<file path="config.mk">
export PLATFORM = sky130hd
export DESIGN_NAME = csra_ctrl
export DESIGN_NICKNAME = d
export VERILOG_FILES = /design/src/rtl/csra_pkg.sv /design/src/rtl/csra_ctrl.sv
export SDC_FILE = /design/constraint.sdc
export NUM_CORES = 1
export LEC_CHECK = 0
export ABC_AREA = 1
export ABC_CLOCK_PERIOD_IN_PS = 1500
export BUFFER_PORTS_ARGS = -buffer_cell sky130_fd_sc_hd__buf_2
export CORE_MARGIN = 2
export CORE_UTILIZATION = 53
export DETAILED_ROUTE_END_ITERATION = 8
export GPL_TIMING_DRIVEN = 0
export PLACE_DENSITY = 0.88
export SLEW_MARGIN = 0
export SYNTH_ARGS = -nofsm -noshare
export SYNTH_HDL_FRONTEND = slang
export SYNTH_SLANG_ARGS = --single-unit
</file>
<file path="constraint.sdc">
create_clock -name clk -period 1.5 [get_ports clk]
set_input_delay 0.225 -clock clk [delete_from_list [all_inputs] [get_ports clk]]
set_output_delay 0.225 -clock clk [all_outputs]
set_load 0.02 [all_outputs]
</file>
<file path="src/rtl/csra_pkg.sv">
// Shared types and constants of the conflict-aware slot and room assigner.
`default_nettype none
package csra_pkg;

  localparam int NCLS   = 64;
  localparam int NROOM  = 16;
  localparam int NSLOT  = 256;
  localparam int CLS_W  = 6;
  localparam int ROOM_W = 4;
  localparam int SLOT_W = 8;

  localparam logic [1:0] REG_CLASS_COUNT = 2'd0;
  localparam logic [1:0] REG_ROOM_COUNT  = 2'd1;
  localparam logic [1:0] REG_SLOT_LIMIT  = 2'd2;
  localparam logic [1:0] REG_SWEEP_LIMIT = 2'd3;

  typedef enum logic [2:0] {
    ACT_CLEAR    = 3'd0,
    ACT_DEMAND   = 3'd1,
    ACT_CAPACITY = 3'd2,
    ACT_CONFLICT = 3'd3,
    ACT_PLACE    = 3'd4,
    ACT_SEARCH   = 3'd5,
    ACT_READ     = 3'd6
  } act_t;

  typedef enum logic [4:0] {
    S_WIPE, S_IDLE, S_DEM_WR, S_CAP_WR, S_CF_RD, S_CF_WR,
    S_P_RD, S_P_LAT, S_REL_RD, S_REL_WR, S_P_SRD, S_P_SCHK, S_P_PICK,
    S_OCC_RD, S_OCC_WR, S_L_INIT, S_L_SWEEP, S_L_CRD, S_L_CLAT,
    S_L_SRD, S_L_SCHK, S_H_INIT, S_H_RD, S_H_CHK, S_R_RD, S_R_LAT, S_DONE
  } state_t;

  typedef enum logic [4:0] {
    OP_NONE, OP_CAPTURE, OP_WIPE, OP_DEM_WR, OP_CAP_WR, OP_CF_WR,
    OP_P_CHECK, OP_LATCH, OP_L_LATCH, OP_REL_RD, OP_REL_WR, OP_P_SCAN,
    OP_P_PICK, OP_OCC_RD, OP_OCC_WR, OP_L_INIT, OP_L_SWEEP, OP_L_SCAN,
    OP_H_INIT, OP_H_FIN, OP_H_CHK, OP_R_LAT
  } op_t;

  typedef struct packed {
    op_t  op;
    logic ls;
  } cmd_t;

  typedef struct packed {
    logic wipe_last;
    logic wipe_full;
    logic cf_second;
    logic cls_end;
    logic asg_valid;
    logic asg_short;
    logic slots_zero;
    logic scan_last;
    logic found_any;
    logic ls_hit;
    logic ls_last;
    logic sweep_stop;
    logic improved;
  } stat_t;

  // Index of the lowest set bit; zero when no bit is set.
  function automatic logic [ROOM_W-1:0] first_one(input logic [NROOM-1:0] v);
    logic [ROOM_W-1:0] idx;
    idx = '0;
    for (int i = NROOM - 1; i >= 0; i--) begin
      if (v[i]) idx = ROOM_W'(i);
    end
    return idx;
  endfunction

endpackage
`default_nettype wire

</file>
<file path="src/rtl/csra_ctrl.sv">
// Sequencer that steps each request through the datapath operations.
`default_nettype none
module csra_ctrl (
  input  wire logic            clk,
  input  wire logic            rst_n,
  input  wire logic            start,
  input  wire logic [2:0]      in_action,
  input  wire csra_pkg::stat_t stat,
  output csra_pkg::cmd_t       cmd,
  output logic                 busy,
  output logic                 out_valid
);

  csra_pkg::state_t state_r, state_nxt;
  logic             ls_r, ls_nxt;

  always_ff @(posedge clk) begin
    if (!rst_n) begin
      state_r <= csra_pkg::S_WIPE;
      ls_r    <= 1'b0;
    end else begin
      state_r <= state_nxt;
      ls_r    <= ls_nxt;
    end
  end

  always_comb begin
    state_nxt = state_r;
    ls_nxt    = ls_r;
    unique case (state_r)
      csra_pkg::S_WIPE: begin
        if (stat.wipe_last) state_nxt = stat.wipe_full ? csra_pkg::S_IDLE : csra_pkg::S_DONE;
      end
      csra_pkg::S_IDLE: begin
        if (start) begin
          ls_nxt = (csra_pkg::act_t'(in_action) == csra_pkg::ACT_SEARCH);
          case (csra_pkg::act_t'(in_action))
            csra_pkg::ACT_CLEAR:    state_nxt = csra_pkg::S_WIPE;
            csra_pkg::ACT_DEMAND:   state_nxt = csra_pkg::S_DEM_WR;
            csra_pkg::ACT_CAPACITY: state_nxt = csra_pkg::S_CAP_WR;
            csra_pkg::ACT_CONFLICT: state_nxt = csra_pkg::S_CF_RD;
            csra_pkg::ACT_PLACE:    state_nxt = csra_pkg::S_P_RD;
            csra_pkg::ACT_SEARCH:   state_nxt = csra_pkg::S_L_INIT;
            csra_pkg::ACT_READ:     state_nxt = csra_pkg::S_R_RD;
            default:                state_nxt = csra_pkg::S_DONE;
          endcase
        end
      end
      csra_pkg::S_DEM_WR, csra_pkg::S_CAP_WR: state_nxt = csra_pkg::S_DONE;
      csra_pkg::S_CF_RD: state_nxt = csra_pkg::S_CF_WR;
      csra_pkg::S_CF_WR: state_nxt = stat.cf_second ? csra_pkg::S_DONE : csra_pkg::S_CF_RD;
      csra_pkg::S_P_RD:  state_nxt = stat.cls_end ? csra_pkg::S_DONE : csra_pkg::S_P_LAT;
      csra_pkg::S_P_LAT: begin
        if (stat.asg_valid)       state_nxt = csra_pkg::S_REL_RD;
        else if (stat.slots_zero) state_nxt = csra_pkg::S_P_PICK;
        else                      state_nxt = csra_pkg::S_P_SRD;
      end
      csra_pkg::S_REL_RD: state_nxt = csra_pkg::S_REL_WR;
      csra_pkg::S_REL_WR: begin
        if (ls_r)                 state_nxt = csra_pkg::S_OCC_RD;
        else if (stat.slots_zero) state_nxt = csra_pkg::S_P_PICK;
        else                      state_nxt = csra_pkg::S_P_SRD;
      end
      csra_pkg::S_P_SRD:  state_nxt = csra_pkg::S_P_SCHK;
      csra_pkg::S_P_SCHK: state_nxt = stat.scan_last ? csra_pkg::S_P_PICK : csra_pkg::S_P_SRD;
      csra_pkg::S_P_PICK: state_nxt = stat.found_any ? csra_pkg::S_OCC_RD : csra_pkg::S_DONE;
      csra_pkg::S_OCC_RD: state_nxt = csra_pkg::S_OCC_WR;
      csra_pkg::S_OCC_WR: state_nxt = ls_r ? csra_pkg::S_L_CRD : csra_pkg::S_DONE;
      csra_pkg::S_L_INIT: state_nxt = csra_pkg::S_L_SWEEP;
      csra_pkg::S_L_SWEEP: state_nxt = stat.sweep_stop ? csra_pkg::S_H_INIT : csra_pkg::S_L_CRD;
      csra_pkg::S_L_CRD: begin
        if (!stat.cls_end)     state_nxt = csra_pkg::S_L_CLAT;
        else if (stat.improved) state_nxt = csra_pkg::S_L_SWEEP;
        else                   state_nxt = csra_pkg::S_H_INIT;
      end
      csra_pkg::S_L_CLAT: state_nxt = stat.asg_short ? csra_pkg::S_L_CRD : csra_pkg::S_L_SRD;
      csra_pkg::S_L_SRD:  state_nxt = csra_pkg::S_L_SCHK;
      csra_pkg::S_L_SCHK: begin
        if (stat.ls_hit)       state_nxt = csra_pkg::S_REL_RD;
        else if (stat.ls_last) state_nxt = csra_pkg::S_L_CRD;
        else                   state_nxt = csra_pkg::S_L_SRD;
      end
      csra_pkg::S_H_INIT: state_nxt = csra_pkg::S_H_RD;
      csra_pkg::S_H_RD:   state_nxt = stat.cls_end ? csra_pkg::S_DONE : csra_pkg::S_H_CHK;
      csra_pkg::S_H_CHK:  state_nxt = csra_pkg::S_H_RD;
      csra_pkg::S_R_RD:   state_nxt = csra_pkg::S_R_LAT;
      csra_pkg::S_R_LAT:  state_nxt = csra_pkg::S_DONE;
      csra_pkg::S_DONE:   state_nxt = csra_pkg::S_IDLE;
      default:            state_nxt = csra_pkg::S_IDLE;
    endcase
  end

  always_comb begin
    cmd.ls    = ls_r;
    busy      = (state_r != csra_pkg::S_IDLE);
    out_valid = (state_r == csra_pkg::S_DONE);
    unique case (state_r)
      csra_pkg::S_WIPE:    cmd.op = csra_pkg::OP_WIPE;
      csra_pkg::S_IDLE:    cmd.op = start ? csra_pkg::OP_CAPTURE : csra_pkg::OP_NONE;
      csra_pkg::S_DEM_WR:  cmd.op = csra_pkg::OP_DEM_WR;
      csra_pkg::S_CAP_WR:  cmd.op = csra_pkg::OP_CAP_WR;
      csra_pkg::S_CF_WR:   cmd.op = csra_pkg::OP_CF_WR;
      csra_pkg::S_P_RD:    cmd.op = csra_pkg::OP_P_CHECK;
      csra_pkg::S_P_LAT:   cmd.op = csra_pkg::OP_LATCH;
      csra_pkg::S_L_CLAT:  cmd.op = csra_pkg::OP_L_LATCH;
      csra_pkg::S_REL_RD:  cmd.op = csra_pkg::OP_REL_RD;
      csra_pkg::S_REL_WR:  cmd.op = csra_pkg::OP_REL_WR;
      csra_pkg::S_P_SCHK:  cmd.op = csra_pkg::OP_P_SCAN;
      csra_pkg::S_P_PICK:  cmd.op = csra_pkg::OP_P_PICK;
      csra_pkg::S_OCC_RD:  cmd.op = csra_pkg::OP_OCC_RD;
      csra_pkg::S_OCC_WR:  cmd.op = csra_pkg::OP_OCC_WR;
      csra_pkg::S_L_INIT:  cmd.op = csra_pkg::OP_L_INIT;
      csra_pkg::S_L_SWEEP: cmd.op = csra_pkg::OP_L_SWEEP;
      csra_pkg::S_L_SCHK:  cmd.op = csra_pkg::OP_L_SCAN;
      csra_pkg::S_H_INIT:  cmd.op = csra_pkg::OP_H_INIT;
      csra_pkg::S_H_RD:    cmd.op = csra_pkg::OP_H_FIN;
      csra_pkg::S_H_CHK:   cmd.op = csra_pkg::OP_H_CHK;
      csra_pkg::S_R_LAT:   cmd.op = csra_pkg::OP_R_LAT;
      default:             cmd.op = csra_pkg::OP_NONE;
    endcase
  end

endmodule
`default_nettype wire

</file>
After elaboration in Yosys (flattened, before gate mapping):

Index checks and enable logic that the tools add are counted.

* flip-flop bits (word level): 6
* output and inout bits: 8
* logic and storage cells: 65

* equal/unequal tests: 35
* mux-type cells: 22
* reductions and logical operators: 6

Operators by type and width (count)
* case mux 5 bit (23 select lines): 1
* case mux 5 bit (21 select lines): 1
* equality test 5 bit, second input constant: 11
* equality test 5 x 4 -> 1 bit, second input constant: 8
* 2-to-1 mux 5 bit: 8
* case mux 5 bit (7 select lines): 1
* equality test 5 x 3 -> 1 bit, second input constant: 4
* 2-to-1 mux 3 bit: 6
* equality test 5 x 2 -> 1 bit, second input constant: 2
* equality test 3 bit, second input constant: 3
* 2-to-1 mux 4 bit: 2
* equality test 3 x 2 -> 1 bit, second input constant: 2
* equality test 5 x 1 -> 1 bit, second input constant: 1
* logical NOT 5 bit: 1
* inequality test 5 x 1 -> 1 bit, second input constant: 1
* 2-to-1 mux 2 bit: 2
* inequality test 2 bit, second input constant: 2
* AND reduction 2 bit: 2
* equality test 3 x 1 -> 1 bit, second input constant: 1
* logical NOT 3 bit: 1
* OR reduction 3 bit: 1
* OR reduction 2 bit: 1
* 2-to-1 mux 1 bit: 1

Depth between registers and ports, before layout:

Gate-level depths: netlist (run 1).

* depth in word-level cells: 4
* gate-level depth with buffers: 13
* gate-level depth less buffers: 12

Least setup slack after synthesis (run 1):

No wires, ideal clock.

* path type: reg-to-output
* from: reg state_r[1]
* to: out cmd[2] in the netlist's numbering
* arrival: 1.229 ns
* required time: 1.275 ns
* path slack: 0.046 ns
* stages on the path, launching flop included: 9
* buffers on the path: 1
* cell sequence: dfxtp_1 > buf_4 > inv_1 > nor2_1 > nand2_1 > nand2_1 > nand2_1 > nor3b_1 > nand4_1

RTL lines
* start: declaration: RTL line csra_ctrl.sv:14 `csra_pkg::state_t state_r, state_nxt;`
* start signal: assignment: RTL line csra_ctrl.sv:19 `state_r <= csra_pkg::S_WIPE;`
* start signal: assignment: RTL line csra_ctrl.sv:22 `state_r <= state_nxt;`
* end: declaration: RTL line csra_ctrl.sv:9 `output csra_pkg::cmd_t cmd,`

==> results of run 1 <==
final cells by class:
| cell class | count | share of cell area [%] |
|---|---|---|
| tap | 27 | 2.00 |
| multi-input combinational | 179 | 59.3 |
| clock buffer | 3 | 1.33 |
| inverter | 34 | 8.29 |
| sequential | 6 | 7.33 |
| buffer | 5 | 3.11 |
| timing repair buffer | 47 | 18.7 |
placed cells by master, fill, tap and decap left out:
cell / instances
buf_2: 21
nand4_1: 3
nand2_4: 2
inv_6: 1
buf_6: 8
nor4_2: 1
o31ai_4: 1
a21oi_2: 1
inv_1: 25
nand3_1: 18
buf_4: 23
nor2_2: 12
o21ai_0: 7
nor2_4: 9
o21ai_2: 2
or2_2: 1
nand2_2: 12
o211ai_1: 3
dfxtp_4: 1
nor3_2: 1
dfxtp_1: 5
nand3b_1: 1
nand2_1: 56
nor3_1: 6
clkbuf_4: 3
nor3b_4: 1
inv_2: 5
a21oi_1: 7
nor2_1: 29
nand3_2: 4
nand3_4: 2
inv_4: 3
critical path: cells and delay by family, from the launching register on:
family / cells / cell delay [ns]
flops: 1 / 0.32
simple gates: 4 / 0.55
buf+inv: 4 / 0.50
compound gates: 1 / 0.05
sequential cells by signal (all words and copies together) (netlist names):
| register | count |
|---|---|
| state_r | 5 |
| ls_r | 1 |
metal layers:
metal / wire length (µm) / track usage [%] / up-vias
met5: 0 / 0 / -
met4: 196 / 11.0 / 0
met3: 502 / 4.91 / 28
met2: 1960 / 54.5 / 139
met1: 1740 / 37.8 / 726
li1: - / - / 810
timing repair:
| action | in CTS | in global routing |
|---|---|---|
| pin swaps | 5 | 19 |
| endpoints found under the setup margin | 12 | 12 |
| gates cloned | 0 | 0 |
| setup buffers | 3 | 18 |
| resized for setup | 32 | 48 |
power by group:
group / internal, W / leakage, nW / switching [W]
sequential: 0.000219 / 0.0501 / 0.0000458
combinational: 0.000903 / 0.843 / 0.00142
clock: 0.0000921 / 0.0138 / 0.0000814
synth_stat cells, drive strengths merged:
cell,instances,area share (%)
nand2,70,24
nor2,50,19
inv,34,12
nand3,24,11
o21ai,9,4.5
a21oi,8,3.7
nor3,7,3.2
dfxtp,6,11
buf,5,4.1
nand4,3,1.7
o211ai,3,2.1
nand3b,1,0.69
nor3b,1,0.69
nor4,1,0.58
o31ai,1,0.69
or2,1,0.58
worst min path at each step:
stage	startpoint	slack, ns	to
finish	rst_n	0.21	state_r[0]$_SDFFE_PN0P_
global route	rst_n	0.23	state_r[0]$_SDFFE_PN0P_
CTS	rst_n	0.21	state_r[0]$_SDFFE_PN0P_
detailed placement	rst_n	0.48	state_r[0]$_SDFFE_PN0P_
global placement	rst_n	0.48	state_r[0]$_SDFFE_PN0P_
floorplan	rst_n	0.35	state_r[0]$_SDFFE_PN0P_
through the flow:
stage / cell area, µm² / total power [W] / hold slack [ns] / worst slack, ns / utilization [%]
3_3_place_gp: 1250 / 0.00178 / 0.480 / -0.190 / 64.5
5_1_grt: 1690 / 0.00293 / 0.227 / -0.461 / 87.0
4_1_cts: 1400 / 0.00210 / 0.213 / -0.338 / 71.9
3_5_place_dp: 1250 / 0.00176 / 0.485 / -0.182 / 64.5
2_1_floorplan: 1090 / 0.00139 / 0.351 / 0.0462 / -
6_report: 1690 / 0.00276 / 0.209 / -0.410 / 87.0
cell families (layout without fill, tap and decap cells):
kind of cell           Yosys count  after routing  share of synthesized area (%)
flip-flops                       6              6                           11.0
AO/OA/AOI/OAI                   21             21                           10.9
buffers and inverters           39             89                           15.9
AND/OR/NAND/NOR                158            158                           62.2
==> results.py, run 1 <==
metrics = {
    "setup_path": {
        "required_ns": 1.27,
        "reg2reg_slack_ns": -0.29,
        "cp-end-kind": "output port",
        "critPathLaunch": "state_r[0]$_SDFFE_PN0P_",
        "ff2ff_path_depth": 15,
        "crit_chain": "buf_6 > inv_6 > nor2_4 > nand2_4 > buf_4 > nor2_4 > a21oi_1 > nand4_1 > buf_6",
        "critical_path_arrival_ns": 1.69,
        "crit_end": "cmd[3]",
        "path_class": "reg2out",
        "r2r-start": "state_r[0]$_SDFFE_PN0P_",
        "slowest_stage": "dfxtp_1",
        "slowest_delay_ns": 0.32,
        "r2r-end": "state_r[3]$_SDFFE_PN0P_",
        "start_kind": "register",
        "crit_fanout": 7,
    },
    "routing": {
        "drtPass1Iterations": 6,
        "via_per_inst": 5.66,
        "antenna_left": 0,
        "vias": 1703,
        "drc": 0,
        "routed_wl_um": 4400,
        "wl_per_cell_um": 14.6,
        "drt-initial-drc-count": 92,
    },
    "clock_tree": {
        "path_clk_slew_ns": 0.05,
        "cts_inserted_buffers": 3,
        "cts-hold-fix-buffers": 0,
        "insertion_delay_ns": 0.27,
        "clockBufferDepth": 2,
        "cts.sinks": 6,
        "cts_root_buf": "clkbuf_4",
        "htreeDepth": 1,
        "cts_tree": "yes",
    },
    "floorplan": {
        "fp.dieH_um": 49.3,
        "io_pins": 27,
        "core-area_um2": 1940,
        "core.rowCount": 16,
        "fp.dieW_um": 49.3,
        "initial_utilization_pct": 56.1,
        "dieArea_um2": 2430,
    },
    "grt": {
        "overflow": 0,
        "antenna_found_initial": 0,
        "grt_pass1_wl_um": 5850,
        "grt_max_degree": 11,
        "grt.total_usage_pct": 31.0,
        "grt_pass1_vias": 1375,
    },
    "synthesis": {
        "netlist_area_um2": 1090,
        "ys_ff_latch": 6,
        "syn_nets": 243,
        "yosysSeqAreaShare_pct": 11.0,
        "yosysUniqueCellTypes": 22,
        "netlist_instances": 224,
        "avgSynthCellArea_um2": 4.86,
        "synth_warnings": 0,
    },
    "placed_design": {
        "routabilityCongestion": 1.04,
        "dp_hpwl_um": 2790,
        "dp_cells": 277,
        "port_buffers": 26,
    },
    "timing": {
        "setup_ws_ns": -0.410,
        "tightest_slew_ns": 0.269,
        "skew_ns": 0.000693,
        "fmax_mhz": 523,
        "grt_setup_unrepaired": "yes",
        "finalSetupViolCount": 12,
        "finalSetupTns_ns": -2.95,
        "finalHoldViolCount": 0,
        "slew_headroom_pct": 82.1,
        "period_share_pct": 127,
        "final-max-slew-violation-count": 0,
        "period_needed_ns": 1.91,
    },
    "cells_and_area": {
        "finalNetCount": 295,
        "diodes": 0,
        "multi_input_comb_area_um2": 1000,
        "drive_gt1_share_pct": 41.6,
        "fin_cells": 301,
        "fillCellCount": 128,
        "seq_area_um2": 124,
        "syn_to_final_growth_pct": 55.3,
    },
    "hold_path": {
        "holdPathStages": 3,
        "hold_path_class": "in2reg",
    },
    "outcome": {
        "violations": "setup timing",
        "status": "finished with violations",
    },
    "pwr": {
        "p_leak_nw": 0.907,
        "power_density_nw_per_um2": 1630,
        "ir_drop_uv": 1120,
    },
    "run": {
        "max_cap_violations": 0,
    },
}
(Power assumes the default switching activity.)
==> run 2: changes to the inputs <==
Settings changed: CELL_PAD_IN_SITES_DETAIL_PLACEMENT from default to 1, CELL_PAD_IN_SITES_GLOBAL_PLACEMENT from default to 1, CORE_ASPECT_RATIO from default to 0.6, CORE_UTILIZATION 53 to 34, PLACE_DENSITY 0.88 to 0.89.
==> results.py, run 2 (same netlist as run 1, synthesis figures left out) <==
metrics = {
    "cells_and_area": {
        "largest_register_ff_count": 5,
        "finalNetCount": 300,
        "syn_to_final_growth_pct": 73.6,
        "regMostFlops": "state_r",
        "largestRegisters": "state_r x5, ls_r x1",
        "diodes": 0,
        "fin_cells": 321,
        "final_cell_mix": "53 x nand2_1, 29 x buf_4, 24 x nor2_1",
        "drive_gt1_share_pct": 48.7,
        "layout_commonest_cell": "nand2_1",
    },
    "floorplan": {
        "initial_utilization_pct": 36.7,
        "core-area_um2": 2970,
        "io_pins": 27,
        "fp.dieH_um": 47.8,
        "core.rowCount": 15,
        "dieArea_um2": 3690,
        "fp.dieW_um": 77.0,
    },
    "timing": {
        "slew_headroom_pct": 75.2,
        "tightest_slew_ns": 0.371,
        "grt_setup_unrepaired": "yes",
        "worst_hold_slack_ns": 0.251,
        "setup_ws_ns": -0.397,
        "finalSetupTns_ns": -3.37,
        "finalSetupViolCount": 12,
        "period_share_pct": 126,
        "fmax_mhz": 527,
        "finalHoldViolCount": 0,
        "skew_ns": 0.00481,
        "period_needed_ns": 1.90,
        "final-max-slew-violation-count": 0,
    },
    "routing": {
        "vias": 1962,
        "drt-initial-drc-count": 148,
        "wl_per_cell_um": 23.9,
        "antenna_left": 0,
        "drc": 0,
        "via_per_inst": 6.11,
        "drtPass1Iterations": 5,
        "routed_wl_um": 7680,
    },
    "pwr": {
        "ir_drop_uv": 1410,
        "power_w": 0.00346,
        "p_leak_nw": 0.993,
        "power_density_nw_per_um2": 1830,
    },
    "clock_tree": {
        "cts_root_buf": "clkbuf_8",
        "cts_inserted_buffers": 3,
        "insertion_delay_ns": 0.23,
        "path_clk_slew_ns": 0.04,
        "cts.sinks": 6,
        "htreeDepth": 1,
        "cts_tree": "yes",
        "cts-hold-fix-buffers": 0,
        "clockBufferDepth": 2,
    },
    "setup_path": {
        "reg2reg_slack_ns": -0.33,
        "start_kind": "register",
        "critical_path_arrival_ns": 1.67,
        "crit_fanout": 8,
        "required_ns": 1.27,
        "cp-end-kind": "output port",
        "path_class": "reg2out",
    },
    "grt": {
        "grt_max_degree": 11,
        "grt_pass1_wl_um": 7800,
        "antenna_found_initial": 0,
        "grt.total_usage_pct": 28.4,
        "overflow": 0,
        "grt_pass1_vias": 1628,
    },
    "placed_design": {
        "port_buffers": 26,
        "routabilityCongestion": 0.990,
        "dp_hpwl_um": 3620,
        "dp_cells": 292,
    },
    "outcome": {
        "violations": "setup timing",
        "status": "finished with violations",
    },
    "hold_path": {
        "hold_path_class": "in2reg",
    },
    "run": {
        "max_cap_violations": 0,
    },
}
-- run 2: cell type report --
cell class,count,area (µm²)
Multi-Input combinational cell,179,1090
Timing Repair Buffer,53,363
Clock buffer,3,41.3
Buffer,4,57.6
Tap cell,42,52.6
Inverter,34,155
Sequential cell,6,131
Fill cell,411,1080
-- run 2: worst paths after layout --
path | startpoint | endpoint | depth (start not counted)
max | state_r[0]$_SDFFE_PN0P_ | cmd[4] | 7
min | rst_n | ls_r$_SDFFE_PN0P_ | 3
max reg2reg | state_r[1]$_SDFFE_PN0P_ | state_r[0]$_SDFFE_PN0P_ | 13
min reg2reg | ls_r$_SDFFE_PN0P_ | ls_r$_SDFFE_PN0P_ | 2
-- run 2: report_power, final --
group	total, W	internal, W	switching [W]	leakage (nW)
Sequential	0.000321	0.000231	0.0000905	0.0518
Clock	0.000259	0.000174	0.0000850	0.0216
Combinational	0.00288	0.00105	0.00183	0.920
Total	0.00346	0.00146	0.00200	0.993
-- run 2: what timing repair did --
action                     CTS  global route
setup endpoints to repair   13            13
resized for setup           36            81
setup buffers                6            21
pin swaps                    6            20
-- run 2: routing by layer --
metal | track usage (%) | share of wire (%) | up-vias
met5 | 0 | 0 | -
met4 | 10.7 | 6.5 | 0
met3 | 8.87 | 12 | 59
met2 | 48.8 | 43 | 163
met1 | 35.0 | 38 | 918
li1 | - | - | 822
-- run 2: through the flow --
stage	setup slack [ns]	instance area [µm²]	util (%)
after floorplan	0.0462	1090	-
after global placement	-0.345	1270	42.9
after detailed placement	-0.353	1270	42.9
after CTS	-0.368	1470	49.4
after global routing	-0.439	1890	63.7
final	-0.397	1890	63.7
-- run 2: worst max-delay path, stage by stage, from the launching register on --
cell,delay (ns)
dfxtp_2,0.32
buf_12,0.15
nor2_4,0.17
nand2_2,0.15
nor2_1,0.27
nor2_2,0.11
nand4_1,0.12
buf_4,0.15
==> run 3: changes to the inputs <==
Settings changed: CORE_ASPECT_RATIO 0.6 to default, SKIP_CTS_REPAIR_TIMING from default to 1.
==> results.py, run 3 (same netlist as run 1, synthesis figures left out) <==
metrics = {
    "outcome": {
        "status": "finished with violations",
        "violations": "setup timing",
    },
    "pwr": {
        "switching_share_pct": 57.5,
        "combPwrFrac_pct": 83.8,
        "power.share.clock_pct": 5.9,
        "pwr-share-seq_pct": 10.3,
        "p_int_w": 0.00117,
        "power_density_nw_per_um2": 1610,
        "p_sw_w": 0.00159,
        "ir_drop_uv": 623,
        "p_leak_nw": 0.905,
    },
    "routing": {
        "drt-initial-drc-count": 115,
        "antenna_left": 0,
        "drc": 0,
        "route.met3.wl_um": 261,
        "dr_wl_met2_um": 2560,
        "vias": 1660,
        "met1_length_um": 2100,
        "drtPass1Iterations": 4,
        "via_per_inst": 5.32,
        "wl_per_cell_um": 16.2,
        "top_layer": "met4",
        "routed_wl_um": 5060,
    },
    "setup_path": {
        "crit_chain": "buf_8 > inv_6 > nor2_4 > nand2_4 > nor2_4 > nand2_2 > nand2_2 > nor4_2 > nand3_1 > buf_6",
        "slowest_delay_ns": 0.33,
        "critPathTopFamily": "simple AND/OR/NAND/NOR gates",
        "cp-end-kind": "output port",
        "start_kind": "register",
        "slowest_stage": "dfxtp_2",
        "crit_fanout": 8,
        "required_ns": 1.27,
        "cp_num_buf_inv": 3,
        "path_class": "reg2out",
        "critical_path_arrival_ns": 1.68,
    },
    "clock_tree": {
        "clockBufferDepth": 2,
        "cts_inserted_buffers": 3,
        "cts_root_buf": "clkbuf_4",
        "cts.sinks": 6,
        "insertion_delay_ns": 0.26,
        "path_clk_slew_ns": 0.05,
        "htreeDepth": 1,
        "cts_tree": "yes",
    },
    "cells_and_area": {
        "fin_util_pct": 56.0,
        "largest_register_ff_count": 5,
        "seq_area_um2": 128,
        "final_cell_mix": "55 x nand2_1, 28 x nor2_1, 24 x inv_1",
        "fillCellCount": 456,
        "fin_cells": 312,
        "finalNetCount": 289,
        "layout_commonest_cell": "nand2_1",
        "diodes": 0,
        "multi_input_comb_area_um2": 1020,
        "syn_to_final_growth_pct": 57.1,
        "largestRegisters": "state_r x5, ls_r x1",
        "regMostFlops": "state_r",
        "drive_gt1_share_pct": 42.5,
    },
    "floorplan": {
        "io_pins": 27,
        "dieArea_um2": 3670,
        "initial_utilization_pct": 35.7,
        "core-area_um2": 3050,
        "fp.dieH_um": 60.6,
        "fp.dieW_um": 60.6,
        "core.rowCount": 20,
    },
    "placed_design": {
        "port_buffers": 26,
        "dp_hpwl_um": 3500,
        "routabilityCongestion": 0.953,
        "dp_cells": 294,
    },
    "timing": {
        "fmax_mhz": 525,
        "grt_setup_unrepaired": "yes",
        "finalSetupViolCount": 12,
        "period_needed_ns": 1.90,
        "tightest_slew_ns": 0.320,
        "skew_ns": 0.00716,
        "slew_headroom_pct": 78.6,
        "period_share_pct": 127,
        "setup_ws_ns": -0.405,
        "finalHoldViolCount": 0,
        "final-max-slew-violation-count": 0,
    },
    "grt": {
        "grt_pass1_vias": 1477,
        "grt_pass1_wl_um": 6560,
        "grt_max_degree": 11,
        "grt.total_usage_pct": 23.7,
        "overflow": 0,
        "antenna_found_initial": 0,
    },
    "run": {
        "max_cap_violations": 0,
    },
    "hold_path": {
        "hold_path_class": "in2reg",
    },
}
[run 3: cell count changes in the layout (fill, tap and decap cells not counted), moves of 3 or more]
cell / previous run / this run
nand2_4: 7 / 4
clkbuf_4: 0 / 3
nor2_2: 12 / 9
clkbuf_8: 3 / 0
buf_2: 22 / 19
nor3_2: 1 / 4
nor2_1: 24 / 28
buf_4: 29 / 20
[run 3: power groups by stage]
stage	sequential [W]	combinational (W)	clock, W
finish	0.000286	0.00231	0.000162
global route	0.000289	0.00249	0.000174
CTS	0.000250	0.00158	0.000155
detailed placement	0.000253	0.00157	0
global placement	0.000252	0.00154	0
floorplan	0.000244	0.00114	0
[run 3: stage by stage]
step           setup WS [ns]  cell area (µm²)  total power (W)  hold slack [ns]  setup TNS [ns]
3_5_place_dp          -0.247             1270          0.00183            0.485           -1.89
5_1_grt               -0.492             1710          0.00295            0.242           -3.88
3_3_place_gp          -0.244             1270          0.00179            0.481           -1.69
2_1_floorplan         0.0462             1090          0.00139            0.351               0
4_1_cts               -0.525             1300          0.00199            0.225           -3.70
6_report              -0.405             1710          0.00276            0.236           -2.98
[run 3: cell type report]
type / instances / area share, %
Inverter: 34 / 8.71
Multi-Input combinational cell: 179 / 59.7
Clock buffer: 3 / 1.32
Tap cell: 44 / 3.22
Timing Repair Buffer: 41 / 15.9
Sequential cell: 6 / 7.46
Buffer: 5 / 3.73
[run 3: worst paths after layout]
check / startpoint / end / slack, ns / cells after the start
setup reg to reg: state_r[3]$_SDFFE_PN0P_ / state_r[0]$_SDFFE_PN0P_ / -0.27 / 12
hold reg to reg: ls_r$_SDFFE_PN0P_ / ls_r$_SDFFE_PN0P_ / 0.60 / 2
setup / recovery: state_r[0]$_SDFFE_PN0P_ / cmd[1] / -0.40 / 10
hold / removal: rst_n / state_r[0]$_SDFFE_PN0P_ / 0.24 / 3
[run 3: per-layer routing]
layer | vias to the layer above | GRT usage, %
met5 | - | 0
met4 | 0 | 3.73
met3 | 9 | 5.33
met2 | 61 | 41.5
met1 | 796 | 30.4
li1 | 794 | -
[run 3: tightest hold or removal path: stages]
cell	delay [ns]
buf_2	0.11
nand2_1	0.07
nor2_1	0.05
